## src/rtl/lghk_pkg.sv

```systemverilog
// Shared types, constants and helpers of the LSH grid hash key unit.
package lghk_pkg;

  // Width of the key and of the modulus, multiplier and accumulators
  localparam int unsigned KeyBits = 32;
  // Width of a coordinate
  localparam int unsigned CoordBits = 48;
  // Dividend width of the bit-serial divider
  localparam int unsigned DivBits = 64;

  // Configuration register indexes
  typedef enum logic [2:0] {
    CFG_WINDOW_WIDTH = 3'd0,
    CFG_MODULUS      = 3'd1,
    CFG_MULTIPLIER   = 3'd2,
    CFG_HASH_COUNT   = 3'd3,
    CFG_DIMENSIONS   = 3'd4
  } cfg_index_e;

  // Request commands
  typedef enum logic {
    CMD_LOAD  = 1'b0,
    CMD_COORD = 1'b1
  } command_e;

  // Sequencer states
  typedef enum logic [3:0] {
    S_IDLE,
    S_READ,
    S_SUB,
    S_DIV_Q,
    S_MODQ,
    S_DIV_R,
    S_MUL,
    S_RED,
    S_DIV_P,
    S_ADD,
    S_KEY_RD,
    S_KEY_ACC,
    S_EMIT
  } state_e;

  // Bit spacing of the hash digits in the key: 32 / k
  function automatic logic [5:0] key_step(input logic [3:0] k);
    logic [5:0] s;
    case (k)
      4'd1:    s = 6'd32;
      4'd2:    s = 6'd16;
      4'd3:    s = 6'd10;
      4'd4:    s = 6'd8;
      4'd5:    s = 6'd6;
      4'd6:    s = 6'd5;
      4'd7:    s = 6'd4;
      4'd8:    s = 6'd4;
      4'd9:    s = 6'd3;
      4'd10:   s = 6'd3;
      4'd11:   s = 6'd2;
      4'd12:   s = 6'd2;
      4'd13:   s = 6'd2;
      4'd14:   s = 6'd2;
      4'd15:   s = 6'd2;
      default: s = 6'd32;
    endcase
    return s;
  endfunction

endpackage

```

## src/rtl/lghk_div.sv

```systemverilog
// Bit-serial restoring divider: 64-bit dividend, 32-bit divisor, one bit a cycle.
module lghk_div
  import lghk_pkg::*;
(
  input  logic                 clk_i,
  input  logic                 rst_ni,
  input  logic                 start_i,
  input  logic [DivBits-1:0]   dividend_i,
  input  logic [KeyBits-1:0]   divisor_i,
  output logic                 done_o,
  output logic [DivBits-1:0]   quot_o,
  output logic [KeyBits-1:0]   rem_o
);

  localparam int unsigned CntW = $clog2(DivBits);

  logic [DivBits-1:0] dq_q, dq_d;
  logic [KeyBits-1:0] rem_q, rem_d;
  logic [KeyBits-1:0] dvs_q;
  logic [CntW-1:0]    cnt_q;
  logic               busy_q, done_q;
  logic [KeyBits:0]   trial, diff;
  logic               fits;

  // One restoring step: shift in the next dividend bit and try a subtract
  always_comb begin
    trial = {rem_q, dq_q[DivBits-1]};
    diff  = trial - {1'b0, dvs_q};
    fits  = (trial >= {1'b0, dvs_q});
    rem_d = fits ? diff[KeyBits-1:0] : trial[KeyBits-1:0];
    dq_d  = {dq_q[DivBits-2:0], fits};
  end

  // Control: count the steps, pulse done after the last one
  always_ff @(posedge clk_i or negedge rst_ni) begin
    if (!rst_ni) begin
      busy_q <= 1'b0;
      done_q <= 1'b0;
      cnt_q  <= '0;
    end else begin
      done_q <= 1'b0;
      if (start_i) begin
        busy_q <= 1'b1;
        cnt_q  <= CntW'(DivBits - 1);
      end else if (busy_q) begin
        cnt_q <= cnt_q - 1'b1;
        if (cnt_q == '0) begin
          busy_q <= 1'b0;
          done_q <= 1'b1;
        end
      end
    end
  end

  // Datapath: load operands, then advance one bit a cycle
  always_ff @(posedge clk_i) begin
    if (start_i) begin
      dq_q  <= dividend_i;
      rem_q <= '0;
      dvs_q <= divisor_i;
    end else if (busy_q) begin
      dq_q  <= dq_d;
      rem_q <= rem_d;
    end
  end

  assign done_o = done_q;
  assign quot_o = dq_q;
  assign rem_o  = rem_q;

endmodule

```

## config.mk

```make
export PLATFORM = sky130hd
export DESIGN_NAME = lghk_div
export DESIGN_NICKNAME = d
export VERILOG_FILES = /design/src/rtl/lghk_pkg.sv /design/src/rtl/lghk_div.sv
export SDC_FILE = /design/constraint.sdc
export NUM_CORES = 1
export LEC_CHECK = 0
export BUFFER_PORTS_ARGS = -buffer_cell sky130_fd_sc_hd__buf_2
export CAP_MARGIN = 20
export CORE_ASPECT_RATIO = 1.5
export CORE_UTILIZATION = 30
export CTS_CLUSTER_DIAMETER = 60
export CTS_CLUSTER_SIZE = 40
export DETAILED_ROUTE_END_ITERATION = 16
export GPL_TIMING_DRIVEN = 1
export SLEW_MARGIN = 20
export SYNTH_ARGS = -nofsm -noshare
export SYNTH_HDL_FRONTEND = slang
export SYNTH_SLANG_ARGS = --single-unit
```

## constraint.sdc

```tcl
create_clock -name clk_i -period 3.3 [get_ports clk_i]
set_input_delay 0 -clock clk_i [delete_from_list [all_inputs] [get_ports clk_i]]
set_output_delay 0 -clock clk_i [all_outputs]
set_load 0.02 [all_outputs]
```

; ---- After elaboration in Yosys (flattened, before gate mapping)
; Cells that the tools add are included.
[word_totals]
regBits = 136
latch_bits = 0
ram_bits = 0
mem_bits_ro = 0
inputBits = 99
out_inout_bits = 97
elab_cells = 22
n_memories = 0
[classes]
n_addsub = 2
multipliers = 0
div_mod_pow = 0
n_lt_le_gt_ge = 1
eq_ne = 0
shift = 0
n_mux = 11
bitwise_logic = 0
reduce_logical = 2
[op_table]
columns = cell, count
row1 = 64-bit 2-to-1 mux, 2
row2 = 33-bit by 32-bit >= comparator with 1-bit output, 1
row3 = 32-bit 2-to-1 mux, 1
row4 = 32-bit subtractor, 1
row5 = 6-bit 2-to-1 mux, 2
row6 = 6-bit zero test, 1
row7 = 1-bit 2-to-1 mux, 6
row8 = "6-bit by 1-bit subtractor with 6-bit output, second input constant", 1
row9 = 2-bit nonzero test, 1

; ---- Depth between registers and ports, before layout
[logic_depth]
depth_word = 4
ltp_mapped = 14

; ---- Least setup slack after synthesis
; Ideal clock, no wire load.
[synth_timing]
path_kind = flip-flop to flip-flop
from = register rem_q[18], in the netlist rem_o[18]
to = register rem_q[28], in the netlist rem_o[28]
arrival_ns = 2.903
required_ns = 3.223
slack_ns = 0.320
stages_incl_launch_ff = 12
path_buffers = 1
synth_period_minus_slack_ns = 2.980
cell_sequence = dfxtp_1 ha_1 buf_6 a22o_1 o31a_1 a221o_1 a22o_1 a41o_1 o21a_1 o21a_1 or3_1 a41oi_2
[synth_via]
elab_chain_len = 2
elab_cells_between_ends = 3
cone_classes = 1 x add/sub / 1 x order compare / 1 x mux
[synth_lines]
columns = element, line_no
row1 = from (decl), lghk_div.sv:18  ; logic [KeyBits-1:0] rem_q, rem_d;
row2 = from (signal assigned), lghk_div.sv:63  ; rem_q <= rem_d;
row3 = 32-bit subtractor / 33-bit by 32-bit >= comparator with 1-bit output (equally long branches), "lghk_div.sv:28, lghk_div.sv:29"
row4 = 32-bit 2-to-1 mux *, lghk_div.sv:30  ; rem_d = fits ? diff[KeyBits-1:0] : trial[KeyBits-1:0];
; Every way passes the cells marked *; elsewhere a longest branch is shown, timed or not.
; A chain may end at the register's enable or synchronous reset.

; ---- Worst setup path after layout
[layout_timing]
from = register dvs_q[6]
to = register rem_q[5], in the netlist rem_o[5]
[layout_via]
elab_chain_len = 2
[layout_lines]
columns = element, line_no
row1 = from (decl), lghk_div.sv:19  ; logic [KeyBits-1:0] dvs_q;
row2 = from (signal assigned), lghk_div.sv:60  ; dvs_q <= divisor_i;
row3 = 33-bit by 32-bit >= comparator with 1-bit output, lghk_div.sv:29  ; fits = (trial >= {1'b0, dvs_q});
row4 = 32-bit 2-to-1 mux, lghk_div.sv:30
; No other way between the ends.

==> flow_summary.yaml <==
timing:
  slew_viol_final: 0
  grt_setup_unrepaired: "no"
  tightest_slew_ns: 0.6421
  min_period_ns: 3.047
  fmax_mhz: 328.2
  finalSetupViolCount: 0
  hold_viol: 0
  fin_hold_ws_ns: 0.02610
  setup_tns_ns: 0
  period_share_pct: 92.33
  relSlewSlack_pct: 57.19
  clock_skew_ns: 0.01083
layout:
  syn_to_final_growth_pct: 40.23
  drive_gt1_share_pct: 32.39
  antenna_cells: 0
  final_util_pct: 42.74
  nets: 1072
synth:
  synth-main-ff-cell: "edfxtp_1"
  synth_edf_count: 96
  synth-compound-area-share_pct: 13.97
  synth.area.top_cells: "edfxtp_1, mux2_2, dfxtp_1"
  synth_cell_type_count: 60
  synth_top_area_share_pct: 39.99
  synthXorXnorAreaFrac_pct: 3.645
  synth_top_family_by_area: "compound AO/OA/AOI/OAI gates"
  synth.avg_cell_area_um2: 11.13
  synth_most_common_cell: "edfxtp_1"
  synth_mux_area_share_pct: 10.14
  syn_nets: 782
  yosysTopAreaCell: "edfxtp_1"
  synthAdderAreaFrac_pct: 6.178
  seq_area_frac_synth_pct: 51.65
  synthTopCellsByCount: "edfxtp_1, mux2_2, nand2_1, nor2_1, inv_1"
  yosys.area_share.simple_pct: 10.47
  synth-warning-count: 0
  netlist_area_um2: 7209
  async_reset_ff_share_pct: 5.882
  synth_seq_cells: 136
  syn_inst: 648
placed_design:
  io_buffers: 195
  place_congestion: 0.8174
  hpwlAfterDp_um: 14400
clock_network:
  cts_tree: "yes"
  cts_sinks: 136
  cts_root_buffer: "clkbuf_16"
  cts_buffer_depth: 2
  clkTransAtPathRegs_ns: 0.06
  cts-buffers-inserted: 17
  clk_latency_ns: 0.43
  cts.repair.resized: 0
  htree_levels: 4
drt:
  first_pass_iters: 6
  drcViolationCount: 0
  postRouteAntennaNets: 0
  num_vias: 6087
  wl_per_cell_um: 16.22
  viasPerCell: 4.793
  routed_wirelength_um: 20600
  drt_iter0_markers: 290
min_path:
  whs_path_depth: 3
  worstHoldPathType: "input pin to flip-flop"
floorplanning:
  core_area_um2: 23660
  rows: 69
  ios: 196
  start_util_pct: 30.48
  die_y_um: 191.9
  die_area_um2: 24670
  die_w_um: 128.6
power_and_ir_drop:
  p_leak_nw: 4.338
  ir_drop_mv: 0.4154
  p_total_w: 0.007252
  powerDensity_nw_per_um2: 717.4
grt:
  grt_pass1_wl_um: 32170
  antenna_found_initial: 0
  grt_pass1_vias: 6345
  overflow: 0
  track_usage_pct: 17.12
  grt_max_degree: 49
critical_path:
  required_ns: 3.63
  end_kind: "flip-flop"
  r2r_cells: 11
  path_max_fanout: 11
  cp.arrival_ns: 3.38
  worst_setup_path_start_kind: "flip-flop"
  critical_path_class: "flip-flop to flip-flop"
run:
  cap_violations: 0
outcome:
  status: "completed"
## kinds of logic (layout without fill, tap and decap cells)
| logic type | Yosys count | after routing |
|---|---|---|
| xor gates and xnor gates | 30 | 30 |
| buffers and inverters | 73 | 376 |
| DFF | 136 | 136 |
| adders and majority gates | 35 | 35 |
| AOI/OAI and AO/OA | 143 | 143 |
| muxes | 65 | 65 |
| and+or+nand+nor | 166 | 166 |
## sequential cells by signal, summed over array words and instances (netlist names)
signal,cells
quot_o,64
dvs_q,32
rem_o,32
cnt_q,6
busy_q,1
done_o,1
## stage by stage
| step | cell area [um2] | setup WS [ns] | std cells |
|---|---|---|---|
| 2_1_floorplan | 7209 | 0.3200 | 648 |
| 3_5_place_dp | 8576 | 0.2582 | 1140 |
| 3_3_place_gp | 8576 | 0.2829 | 1140 |
| 5_1_grt | 10110 | 0.05561 | 1270 |
| 6_report | 10110 | 0.2532 | 1270 |
| 4_1_cts | 10110 | 0.2622 | 1270 |
## critical path, stage by stage (launching register included)
cell and delay, ns:
edfxtp_1 0.33, inv_1 0.05, ha_1 0.38, a211oi_1 0.11
o21bai_1 0.24, o21a_1 0.18, a21oi_1 0.07, nor2_1 0.44
a31oi_2 0.31, buf_12 0.23, or3_1 0.36, a311oi_1 0.26
## cells in the final DEF (no fill, tap or decap), types with 3 or more instances in the layout
master           n
buf_2          194
dlygate4sd3_1   98
edfxtp_1        96
mux2_2          64
nand2_1         63
nor2_1          47
inv_1           40
ha_1            34
a21oi_1         32
dfxtp_1         32
xnor2_1         20
a311oi_1        17
clkbuf_16       17
o21ai_1         15
a21o_1          13
nand2b_1        12
a211oi_1        10
nor3_1          10
xor2_1          10
o21a_1           8
buf_4            8
nand4_1          7
dfrtp_1          7
nand3_1          6
clkinvlp_4       6
o21bai_1         4
or3_1            4
and2_1           4
a32oi_1          4
o211ai_1         4
o21ai_0          4
a31oi_1          3
a31o_2           3
or2_1            3
buf_12           3
## metal layers
layer,track usage (%),routed length (um),vias to the layer above
li1,-,-,2968
met1,17.42,7845,2906
met2,32.12,10990,182
met3,5.125,1257,31
met4,6.833,502,0
met5,0,0,-
## repair_timing
item	4_1_cts	5_1_grt
hold buffers	98	0
setup buffers	0	0
endpoints found under the hold margin	104	0
## path summary, 6_finish.rpt
check | start | endpoint | slack (ns)
worst min register to register | rem_o[7] | rem_o[7] | 0.51
worst max-delay path | dvs_q[6] | rem_o[5] | 0.25
min in group asynchronous | rst_ni | cnt_q[2] | 0.56
worst max register to register | dvs_q[6] | rem_o[5] | 0.25
max in group asynchronous | rst_ni | busy_q | 2.45
worst min-delay path | start_i | busy_q | 0.03
## cell type report
type / count / area (um2)
Fill cell: 2308 / 13550
Sequential cell: 136 / 3725
Multi-Input combinational cell: 439 / 3207
Timing Repair Buffer: 303 / 2072
Clock buffer: 20 / 446.7
Tap cell: 319 / 399.1
Inverter: 41 / 153.9
Clock inverter: 12 / 106.4
## power breakdown
| group | leakage, nW | internal, W | switching [W] |
|---|---|---|---|
| logic | 2.75 | 0.00127 | 0.00176 |
| clock network | 0.252 | 0.00105 | 0.000770 |
| registers | 1.33 | 0.00215 | 0.000254 |
No activity file was read; power rests on OpenSTA's default activity.
