**config.mk**
```make
export PLATFORM = sky130hd
export DESIGN_NAME = lghk_acc_bank
export DESIGN_NICKNAME = d
export VERILOG_FILES = /design/src/rtl/lghk_pkg.sv /design/src/rtl/lghk_acc_bank.sv
export SDC_FILE = /design/constraint.sdc
export NUM_CORES = 1
export LEC_CHECK = 0
export BUFFER_PORTS_ARGS = -buffer_cell sky130_fd_sc_hd__buf_2
export CORE_MARGIN = 3
export CORE_UTILIZATION = 46
export CTS_CLUSTER_DIAMETER = 40
export DETAILED_ROUTE_END_ITERATION = 6
export PLACE_DENSITY_LB_ADDON = 0.25
export SETUP_SLACK_MARGIN = 0.15
export SLEW_MARGIN = 30
export SYNTH_ARGS = -nofsm -noshare
export SYNTH_HDL_FRONTEND = slang
export SYNTH_SLANG_ARGS = --single-unit
export TNS_END_PERCENT = 50
```
**constraint.sdc**
```tcl
create_clock -name clk_i -period 1.7 [get_ports clk_i]
set_clock_uncertainty 0.2 [all_clocks]
set_input_delay 0.255 -clock clk_i [delete_from_list [all_inputs] [get_ports clk_i]]
set_output_delay 0.255 -clock clk_i [all_outputs]
set_load 0.05 [all_outputs]
```
**src/rtl/lghk_pkg.sv**
```systemverilog
// Shared types, constants and helpers of the LSH grid hash key unit.
package lghk_pkg;

  // Width of the key and of the modulus, multiplier and accumulators
  localparam int unsigned KeyBits = 32;
  // Width of a coordinate
  localparam int unsigned CoordBits = 48;
  // Dividend width of the bit-serial divider
  localparam int unsigned DivBits = 64;

  // Configuration register indexes
  typedef enum logic [2:0] {
    CFG_WINDOW_WIDTH = 3'd0,
    CFG_MODULUS      = 3'd1,
    CFG_MULTIPLIER   = 3'd2,
    CFG_HASH_COUNT   = 3'd3,
    CFG_DIMENSIONS   = 3'd4
  } cfg_index_e;

  // Request commands
  typedef enum logic {
    CMD_LOAD  = 1'b0,
    CMD_COORD = 1'b1
  } command_e;

  // Sequencer states
  typedef enum logic [3:0] {
    S_IDLE,
    S_READ,
    S_SUB,
    S_DIV_Q,
    S_MODQ,
    S_DIV_R,
    S_MUL,
    S_RED,
    S_DIV_P,
    S_ADD,
    S_KEY_RD,
    S_KEY_ACC,
    S_EMIT
  } state_e;

  // Bit spacing of the hash digits in the key: 32 / k
  function automatic logic [5:0] key_step(input logic [3:0] k);
    logic [5:0] s;
    case (k)
      4'd1:    s = 6'd32;
      4'd2:    s = 6'd16;
      4'd3:    s = 6'd10;
      4'd4:    s = 6'd8;
      4'd5:    s = 6'd6;
      4'd6:    s = 6'd5;
      4'd7:    s = 6'd4;
      4'd8:    s = 6'd4;
      4'd9:    s = 6'd3;
      4'd10:   s = 6'd3;
      4'd11:   s = 6'd2;
      4'd12:   s = 6'd2;
      4'd13:   s = 6'd2;
      4'd14:   s = 6'd2;
      4'd15:   s = 6'd2;
      default: s = 6'd32;
    endcase
    return s;
  endfunction

endpackage

```
**src/rtl/lghk_acc_bank.sv**
```systemverilog
// Accumulator memory with per-entry valid bits; an invalid entry reads as zero.
module lghk_acc_bank
  import lghk_pkg::*;
#(
  parameter int unsigned AddrW = 3
) (
  input  logic               clk_i,
  input  logic               rst_ni,
  input  logic               re_i,
  input  logic [AddrW-1:0]   raddr_i,
  input  logic               we_i,
  input  logic [AddrW-1:0]   waddr_i,
  input  logic [KeyBits-1:0] wdata_i,
  input  logic               clear_i,
  output logic [KeyBits-1:0] rdata_o
);

  localparam int unsigned Depth = 2 ** AddrW;

  logic [KeyBits-1:0] mem [Depth];
  logic [Depth-1:0]   vld_q;
  logic [KeyBits-1:0] rdata_q;
  logic               rvld_q;

  // Write port and registered read port
  always_ff @(posedge clk_i) begin
    if (we_i) begin
      mem[waddr_i] <= wdata_i;
    end
    if (re_i) begin
      rdata_q <= mem[raddr_i];
    end
  end

  // Valid bits: set on write, drop all on clear
  always_ff @(posedge clk_i or negedge rst_ni) begin
    if (!rst_ni) begin
      vld_q  <= '0;
      rvld_q <= 1'b0;
    end else begin
      if (re_i) begin
        rvld_q <= vld_q[raddr_i];
      end
      if (clear_i) begin
        vld_q <= '0;
      end else if (we_i) begin
        vld_q[waddr_i] <= 1'b1;
      end
    end
  end

  assign rdata_o = rvld_q ? rdata_q : '0;

endmodule

```
Yosys cells after proc, flatten, opt, wreduce, memory -nomap -nowiden
Memories as Yosys holds them, arrays and structs flattened. A register that Yosys moved wholly into a read port is not among the register bits.
Cells that the tools add are included.

cells by class
  order comparisons = 3
  mux-type cells = 9
  bitwise gates (word level) = 1
  reduce and logical (&&, ||, !) cells = 2

operators by type and width
  cell                count
  $mux 32             1
  $mux 8              2
  $lt 3x4->1 const B  2
  $or 8x8->8          1
  $mux 1              4
  $bmux 1 s3          1
  $demux 1 s3         1
  $ge 3x1->1 const B  1
  $reduce_bool 2->1   1
  $logic_and 1x1->1   1

word-level totals
  register bits = 9
  memory bits (writable) = 256
  input bits = 43
  output and inout bits = 32
  logic and storage cells = 18
  memories kept = 1

memories
  name  words  bits a word  read ports  clocked after memory_dff  write ports  line                 text
  mem   8      32           1           1                         1            lghk_acc_bank.sv:20  logic [KeyBits-1:0] mem [Depth];

Longest topological paths before layout
Gate-level depths: netlist of the first run.

  depth in word-level cells = 7
  depth in mapped cells = 6
  depth with buffers taken out = 3

Worst setup path after synthesis of the first run
OpenSTA, ideal clock, no wires.

  path kind = input -> register
  start = input waddr_i[1]
  end = memory mem[0][0], enable pin
  library setup time = 518 ps
  data arrival time = 3754 ps
  required time = 982 ps
  path slack = -2772 ps
  stages on the path = 1
  buffers on the path = 0
  cell sequence = nor4b_1

RTL lines
  item                line                 text
  start: declaration  lghk_acc_bank.sv:12  input logic [AddrW-1:0] waddr_i,
  end: declaration    lghk_acc_bank.sv:20

Straight into the memory's write port.

Final worst setup path of the first run
  start = register rvld_q
  end = output rdata_o[8]

between the ends
  longest elaborated chain between the ends = 1

ends and longest elaborated chain
  item                      line                 text
  start: declaration        lghk_acc_bank.sv:23  logic rvld_q;
  start signal: assignment  lghk_acc_bank.sv:42  rvld_q <= vld_q[raddr_i];
  $mux 32                   lghk_acc_bank.sv:52  assign rdata_o = rvld_q ? rdata_q : '0;
  end: declaration          lghk_acc_bank.sv:15  output logic [KeyBits-1:0] rdata_o

Every way passes these cells.

==> impl_metrics.toml, run 1 <==
[placed_design]
gp_congestion = 0.6988
hpwlAfterDp_mm = 12.67
place_area_sq_um = 12570
place_inst = 880
io_buffers = 74

[power_and_ir_drop]
power_density_nw_per_um2 = 1182
p_leak_nw = 5.020
peakVddDrop_mv = 1.103

[synthesis]
syn_avg_cell_area_sq_um = 23.71
synth_area_sq_um = 11310
synth_top_area_cell = "edfxtp_1"
synth_top_area_share_pct = 76.47
syn_nets = 520
seq_area_frac_synth_pct = 78.46
yosysWarnings = 0
netlist-cell-type-count = 22
synth_cells = 477
synth_seq_cells = 297
synthTopCellsByArea = "edfxtp_1 76%, mux4_2 12%, dfrtp_1 2.0%"

[clock_network]
clkLatencyLatePin_ps = 500
numClockSinks = 297
cts_tree = "built"
clockRootBuffer = "clkbuf_16"
numCtsBuffers = 37
h-tree-depth = 2
ctsLongestPathBuffers = 3
clkTransAtPathRegs_ps = 50
postCtsSetupRepairBufs = 0

[critical_path]
cp.arrival_ps = 1470
start_kind = "flip-flop"
path_class = "flip-flop to output pin"
required_ps = 1240
cp_max_fo = 16
rr_worst_depth = 2
critical_path.endpoint_type = "output pin"

[final_layout]
final_cell_mix = "288 x edfxtp_1, 65 x mux4_2, 41 x buf_2"
n_fill_cell = 1700
drive_gt1_share_pct = 43.66
post_layout_nonfiller_instances = 981
multiInputGateArea_sq_um = 2487
nets = 679
final_area_sq_um = 14410
area_growth_pct = 27.43
seqCellArea_sq_um = 8875
final_common_cell = "edfxtp_1"
antenna_cells = 0

[min_path]
holdPathStages = 3
hp-class = "input port to flip-flop"

[drt]
firstDrtPassIters = 4
post-route-drc-count = 0
via_per_inst = 5.452
antenna_left = 0
totalWireLength_mm = 22.59
avgRoutedWirePerCell_um = 23.03
drt-initial-drc-count = 353
num_vias = 5348

[timing]
finalCritPeriodShare_pct = 113.0
rsz0062_at_grt = "yes"
setup_violations = 32
drv_slew = 0
hold_violations = 0
slew_headroom_pct = 72.76
period_needed_ps = 1921
max_freq_ghz = 0.5206
tightest_slew_ps = 407.3
setup_ws_ps = -220.9

[grt]
grt_max_degree = 34
grt_antenna_before_repair = 0
grt-ovfl-total = 0
grt_pass1_wl_mm = 33.79
grt_usage_pct = 17.22
grt_pass1_vias = 5753

[job]
cap_viol_max_count = 0

[status]
status = "finished with violations"
violations = "negative setup slack"

[floorplanning]
num_rows = 56
ioPinCount = 75
coreArea_sq_um = 23820
die_x_um = 162.8
die_h_um = 162.8
start_util_pct = 47.47
dieArea_sq_um = 26500
==> critical path, cell delays in order (launching register included) <==
cell       delay [ps]
dfrtp_2           440
clkbuf_16         200
and2_4            170
buf_12            140
==> timing repair <==
item                                   in CTS  in global routing
hold buffers                               35                  0
endpoints found under the hold margin     273                  0
gates resized for setup                    83                 20
gates cloned                                0                  1
setup endpoints to repair                  59                 64
==> cell usage after synthesis (all sizes together) <==
| cell | number |
|---|---|
| nor4b | 1 |
| clkbuf | 8 |
| mux2 | 32 |
| and2 | 32 |
| mux4 | 65 |
| nand2 | 2 |
| nor3b | 1 |
| inv | 1 |
| nor4bb | 2 |
| edfxtp | 288 |
| and4b | 2 |
| buf | 14 |
| nor3 | 1 |
| mux2i | 5 |
| nor2 | 11 |
| dfrtp | 9 |
| o21ba | 3 |
==> report_power, final <==
part           leakage (nW)  internal (mW)  total (mW)  switching, mW
Combinational          1.67          0.588        1.16          0.572
Clock                 0.587           4.64        7.46           2.82
Sequential             2.76           8.34        8.41         0.0720
Total                  5.02           13.6        17.0           3.47
==> area by class of cell <==
type / instances / share of cell area (%)
sequential: 297 / 61.58
multi-input combinational: 157 / 17.26
timing repair buffer: 142 / 10.16
clock buffer: 45 / 6.928
tap: 319 / 2.770
clock inverter: 20 / 1.276
inverter: 1 / 0.02605
==> sequential cells by signal, summed over array words and instances (netlist names) <==
name	count
rdata_q	32
rvld_q	1
vld_q	8
mem	256
==> stage by stage <==
stage	util, %	setup slack (ps)	hold WS (ps)	total power, mW	setup TNS, ps
6_report	60.49	-220.9	53.02	17.04	-6122
5_1_grt	60.49	-272.5	49.85	17.58	-7447
4_1_cts	60.16	-243.7	48.82	17.18	-6553
3_5_place_dp	52.75	-313.9	-82.01	9.567	-8953
3_3_place_gp	52.75	-289.2	-90.13	9.519	-7333
2_1_floorplan	-	-376.9	-240.6	9.142	-55090
==> final timing paths <==
| check | from | endpoint | slack (ps) |
|---|---|---|---|
| max | rvld_q | rdata_o[8] | -220 |
| min | re_i | rvld_q | 50 |
| max reg2reg | mem[3][26] | rdata_q[26] | 110 |
| min reg2reg | vld_q[5] | vld_q[5] | 300 |
| max in group asynchronous | rst_ni | rvld_q | 450 |
| min in group asynchronous | rst_ni | vld_q[1] | 540 |
==> cell families (layout without fill, tap and decap cells) <==
family,Yosys count,count (layout),share of synthesized area (%)
compound gates,3,3,0.2655
buf+inv,23,208,1.328
flops,297,297,78.46
mux,102,102,17.20
simple gates,52,52,2.744
==> layer usage <==
layer | up-vias | track usage, % | share of wire [%]
li1 | 2313 | - | -
met1 | 2842 | 23.08 | 42
met2 | 152 | 29.16 | 51
met3 | 41 | 3.332 | 4.6
met4 | 0 | 4.844 | 2.9
met5 | - | 0 | 0
Note: power is estimated with default switching activity, not from simulation.
==> run 2, diff against run 1 <==
--- a/config.mk
+++ b/config.mk
@@ -6,6 +6,7 @@
 export NUM_CORES = 1
 export LEC_CHECK = 0
 export BUFFER_PORTS_ARGS = -buffer_cell sky130_fd_sc_hd__buf_2
+export CORE_ASPECT_RATIO = 2
 export CORE_MARGIN = 3
 export CORE_UTILIZATION = 46
 export CTS_CLUSTER_DIAMETER = 40
==> run 2 against run 1 <==
The run still ends with negative setup slack left. First-iteration DRC count is 0.85% higher. Via count is 2.1% lower. Critical endpoint is now rdata_o[18]. Global-route usage is 0.33 points higher. Count of clock-buffer cells in the layout is 10 lower. Sequential cell count stayed put. Register-to-register slack worse by 30 ps. Power is 9.9% lower. Sequential power hardly changed. Sequential share of layout area is 1.6 points higher. Hold slack better by 87 ps. Final area is 2.5% lower. Final cell count is 4.8% lower. Largest power group unchanged.
==> impl_metrics.toml, run 2 (same netlist as run 1, synthesis figures left out) <==
[critical_path]
path_class = "flip-flop to output pin"
critical_path.endpoint_type = "output pin"
required_ps = 1240
start_kind = "flip-flop"
cp_max_fo = 20
cp.arrival_ps = 1510

[power_and_ir_drop]
p_leak_nw = 4.863
comb_power_share_pct = 7.6
sw_frac_of_total_pct = 21.33
peakVddDrop_mv = 0.7668
internal_power_mw = 12.08
pwr-share-clk_pct = 37.7
pwr-share-seq_pct = 54.7
p_switching_mw = 3.274
power_density_nw_per_um2 = 1092
power.total_mw = 15.35

[floorplanning]
dieArea_sq_um = 26620
die_h_um = 227.7
num_rows = 80
start_util_pct = 47.08
ioPinCount = 75
coreArea_sq_um = 24020
die_x_um = 116.9

[job]
cap_viol_max_count = 0

[clock_network]
numCtsBuffers = 27
cts_tree = "built"
clkTransAtPathRegs_ps = 70
clkLatencyLatePin_ps = 560
clockRootBuffer = "clkbuf_16"
ctsLongestPathBuffers = 3
numClockSinks = 297
h-tree-depth = 1

[placed_design]
dpl_worst_slack_ps = -285.0
place_inst = 848
gp_congestion = 0.7169
io_buffers = 74
hpwlAfterDp_mm = 12.70

[final_layout]
final_common_cell = "edfxtp_1"
regMostFlops = "mem"
area_growth_pct = 24.28
nets = 670
post_layout_nonfiller_instances = 934
final_cell_mix = "288 x edfxtp_1, 65 x mux4_2, 41 x buf_2"
top_regs = "mem (256), rdata_q (32), vld_q (8)"
antenna_cells = 0
largest_reg_flops = 256
drive_gt1_share_pct = 42.50

[status]
violations = "negative setup slack"
status = "finished with violations"

[timing]
finalSetupTns_ps = -7669
slew_headroom_pct = 73.96
finalCritPeriodShare_pct = 115.5
tightest_slew_ps = 389.4
period_needed_ps = 1963
hold_violations = 0
rsz0062_at_grt = "yes"
setup_violations = 32
max_freq_ghz = 0.5093
setup_ws_ps = -263.3
drv_slew = 0

[drt]
totalWireLength_mm = 22.57
topRoutingLayerUsed = "met4"
post-route-drc-count = 0
wl_met3_um = 883
avgRoutedWirePerCell_um = 24.17
drt-initial-drc-count = 356
via_per_inst = 5.604
num_vias = 5234
met2_length_mm = 12.77
wl_met1_mm = 8.431
antenna_left = 0
firstDrtPassIters = 6

[grt]
grt_pass1_vias = 5762
grt_antenna_before_repair = 0
grt_max_degree = 36
grt_pass1_wl_mm = 34.44
grt_usage_pct = 17.55
grt-ovfl-total = 0

[min_path]
hp-class = "input port to flip-flop"
## run 2: changes by cell type in the layout (fill, tap and decap cells not counted), moves of 3 or more
cell and delta:
buf_6 -12, buf_8 +13, clkbuf_16 -13, clkinv_1 -3
clkinv_2 -3
## run 2: final timing paths
check / startpoint / end / slack [ps] / cells past startpoint
worst max-delay path: rvld_q / rdata_o[18] / -260 / 3
worst min-delay path: we_i / mem[1][20] / 140 / 3
worst max register to register: mem[2][14] / rdata_q[14] / 80 / 2
worst min register to register: vld_q[3] / vld_q[3] / 320 / 2
max in group asynchronous: rst_ni / rvld_q / 510 / 3
min in group asynchronous: rst_ni / rvld_q / 490 / 3
## run 2: routing by layer
metal	global-route usage [%]	vias up
met5	0	-
met3	2.308	31
met1	21.96	2808
met2	31.41	122
li1	-	2273
met4	5.095	0
## run 2: layout make-up
class / count / area [sq um]
clock inverter: 14 / 138.9
multi-input combinational: 157 / 2490
inverter: 1 / 3.754
timing repair buffer: 143 / 1484
fill: 1746 / 9967
tap: 287 / 359.1
clock buffer: 35 / 705.7
sequential: 297 / 8875
## run 2: metrics by stage
| step | util (%) | instance area, sq um | hold WS [ps] |
|---|---|---|---|
| after floorplan | - | 11410 | -240.6 |
| after global placement | 52.04 | 12500 | -89.09 |
| after detailed placement | 52.04 | 12500 | -87.07 |
| after CTS | 58.14 | 13970 | 123.2 |
| after global routing | 58.51 | 14060 | 142.1 |
| final | 58.51 | 14060 | 140.1 |
## run 2: what timing repair did
item,4_1_cts,5_1_grt
gates cloned,1,0
resized for setup,94,25
hold buffers,36,0
setup buffers,0,0
endpoints found under the setup margin,58,64
hold endpoints to repair,279,0
## run 2: power groups by stage
| stage | clock, mW | combinational [mW] | sequential (mW) |
|---|---|---|---|
| after floorplan | 0 | 0.613 | 8.53 |
| after global routing | 6.24 | 1.24 | 8.42 |
| after CTS | 5.92 | 1.16 | 8.41 |
| final | 5.78 | 1.17 | 8.41 |
| after global placement | 0 | 0.979 | 8.54 |
| after detailed placement | 0 | 1.01 | 8.56 |
## run 2: critical path: stages (launching register included)
cell and delay, ps:
dfrtp_2 450, buf_12 170, and2_4 160, buf_8 150
==> run 3, diff against run 2 <==
==> constraint.sdc (replaced) <==
create_clock -name clk_i -period 1.7 [get_ports clk_i]
set_clock_uncertainty 0.2 [all_clocks]
set_input_delay 0.085 -clock clk_i [delete_from_list [all_inputs] [get_ports clk_i]]
set_output_delay 0.085 -clock clk_i [all_outputs]
set_load 0.05 [all_outputs]
==> run 3 against run 2 <==
The run still ends with negative setup slack left. Largest power group unchanged. Largest cell class unchanged. Count of clock-buffer cells in the layout shrank 3. Setup slack better by 200 ps. Sequential power is essentially flat. Final cell count shrank 1.5%. Via count decreased by 3.5%.
==> impl_metrics.toml, run 3 (same netlist as run 1, synthesis figures left out) <==
[final_layout]
drive_gt1_share_pct = 42.65
final_util_pct = 57.98
regMostFlops = "mem"
area_growth_pct = 23.16
final_common_cell = "edfxtp_1"
antenna_cells = 0
final_area_sq_um = 13930
nets = 658
final_cell_mix = "288 x edfxtp_1, 65 x mux4_2, 41 x buf_2"
post_layout_nonfiller_instances = 920
top_regs = "mem (256), rdata_q (32), vld_q (8)"
largest_reg_flops = 256

[grt]
grt_antenna_before_repair = 0
met1_usage_pct = 21.06
grtUsageMet3_pct = 2.202
grt_pass1_vias = 5670
grt_use_met2_pct = 30.99
grt_usage_pct = 17.10
grt-busiest-layer = "met2"
grt-ovfl-total = 0
grt_max_degree = 35
grt_pass1_wl_mm = 33.75

[clock_network]
clockRootBuffer = "clkbuf_16"
numCtsBuffers = 25
postCtsSetupRepairBufs = 0
clkTransAtPathRegs_ps = 70
ctsLongestPathBuffers = 3
h-tree-depth = 1
numClockSinks = 297
clkLatencyLatePin_ps = 510
cts_tree = "built"

[timing]
period_needed_ps = 1763
max_freq_ghz = 0.5674
setup_violations = 32
hold_violations = 0
rsz0062_at_grt = "yes"
drv_slew = 0
tightest_slew_ps = 427.8
slew_headroom_pct = 71.39
setup_ws_ps = -62.58
finalCritPeriodShare_pct = 103.7

[placed_design]
io_buffers = 74
place_inst = 837
place_area_sq_um = 12400
gp_congestion = 0.6717
hpwlAfterDp_mm = 11.93
dpl_worst_slack_ps = -122.7

[min_path]
hp-class = "input port to flip-flop"
holdPathStages = 4
min_from = "we_i"
hold_end = "mem[7][16]"

[critical_path]
path_class = "flip-flop to output pin"
cp_max_fo = 7
start_kind = "flip-flop"
critical_path.endpoint_type = "output pin"
rr_worst_depth = 2
reg2reg_to = "rdata_q[0]"
cp.arrival_ps = 1480
reg2reg_slack_ps = 100
r2r_start = "mem[0][0]"
required_ps = 1410

[drt]
post-route-drc-count = 0
drt-initial-drc-count = 305
avgRoutedWirePerCell_um = 23.63
num_vias = 5053
totalWireLength_mm = 21.74
antenna_left = 0
via_per_inst = 5.492
firstDrtPassIters = 4

[power_and_ir_drop]
peakVddDrop_mv = 0.8838
p_leak_nw = 4.783
power.total_mw = 14.88
power_density_nw_per_um2 = 1069

[floorplanning]
coreArea_sq_um = 24020
num_rows = 80
ioPinCount = 75
dieArea_sq_um = 26620
die_x_um = 116.9
die_h_um = 227.7
start_util_pct = 47.08

[job]
cap_viol_max_count = 0

[status]
violations = "negative setup slack"
status = "finished with violations"
[run 3: critical path: stages (launching register included)]
cell     delay [ps]
dfrtp_2         430
buf_6           170
and2_1          180
buf_6           170
[run 3: area by class of cell]
class	instances	area, sq um
flip-flops and latches	297	8875
well taps	287	359.1
multi-input cells	157	2507
clock buffers	32	693.2
inverters	1	3.754
clock inverters	13	68.82
repair buffers	133	1421
fillers	1744	10090
[run 3: per-layer routing]
layer / vias to the layer above / share of wire [%] / wire length [um]
met5: - / 0 / 0
met2: 121 / 57 / 12360
met3: 32 / 4.1 / 885
li1: 2251 / - / -
met1: 2649 / 37 / 8061
met4: 0 / 2.0 / 438
[run 3: how the worst max path moves through the flow]
stage                          start  cells after the start           to
final                         rvld_q                      3  rdata_o[11]
after global routing          rvld_q                      3  rdata_o[11]
after CTS                     rvld_q                      3   rdata_o[0]
after detailed placement  raddr_i[0]                      4   rdata_q[0]
after global placement    raddr_i[0]                      4   rdata_q[0]
after floorplan                 we_i                      1    mem[1][0]
[run 3: stage by stage]
stage                     TNS, ps  hold slack (ps)
after floorplan            -19240           -410.6
after global placement     -757.7           -259.4
after detailed placement    -1415           -254.8
after CTS                   -2163            42.07
after global routing        -2823            65.60
final                       -1160            44.61
[run 3: timing repair]
action | 4_1_cts | 5_1_grt
gates resized for setup | 109 | 25
endpoints found under the hold margin | 309 | 0
cloned | 1 | 0
pin swaps | 0 | 1
hold buffers | 37 | 0
setup endpoints to repair | 55 | 64
[run 3: power by group]
group          internal (mW)  switching (mW)
sequential              8.33          0.0727
combinational          0.593           0.562
clock                   2.89            2.43
total                   11.8            3.07
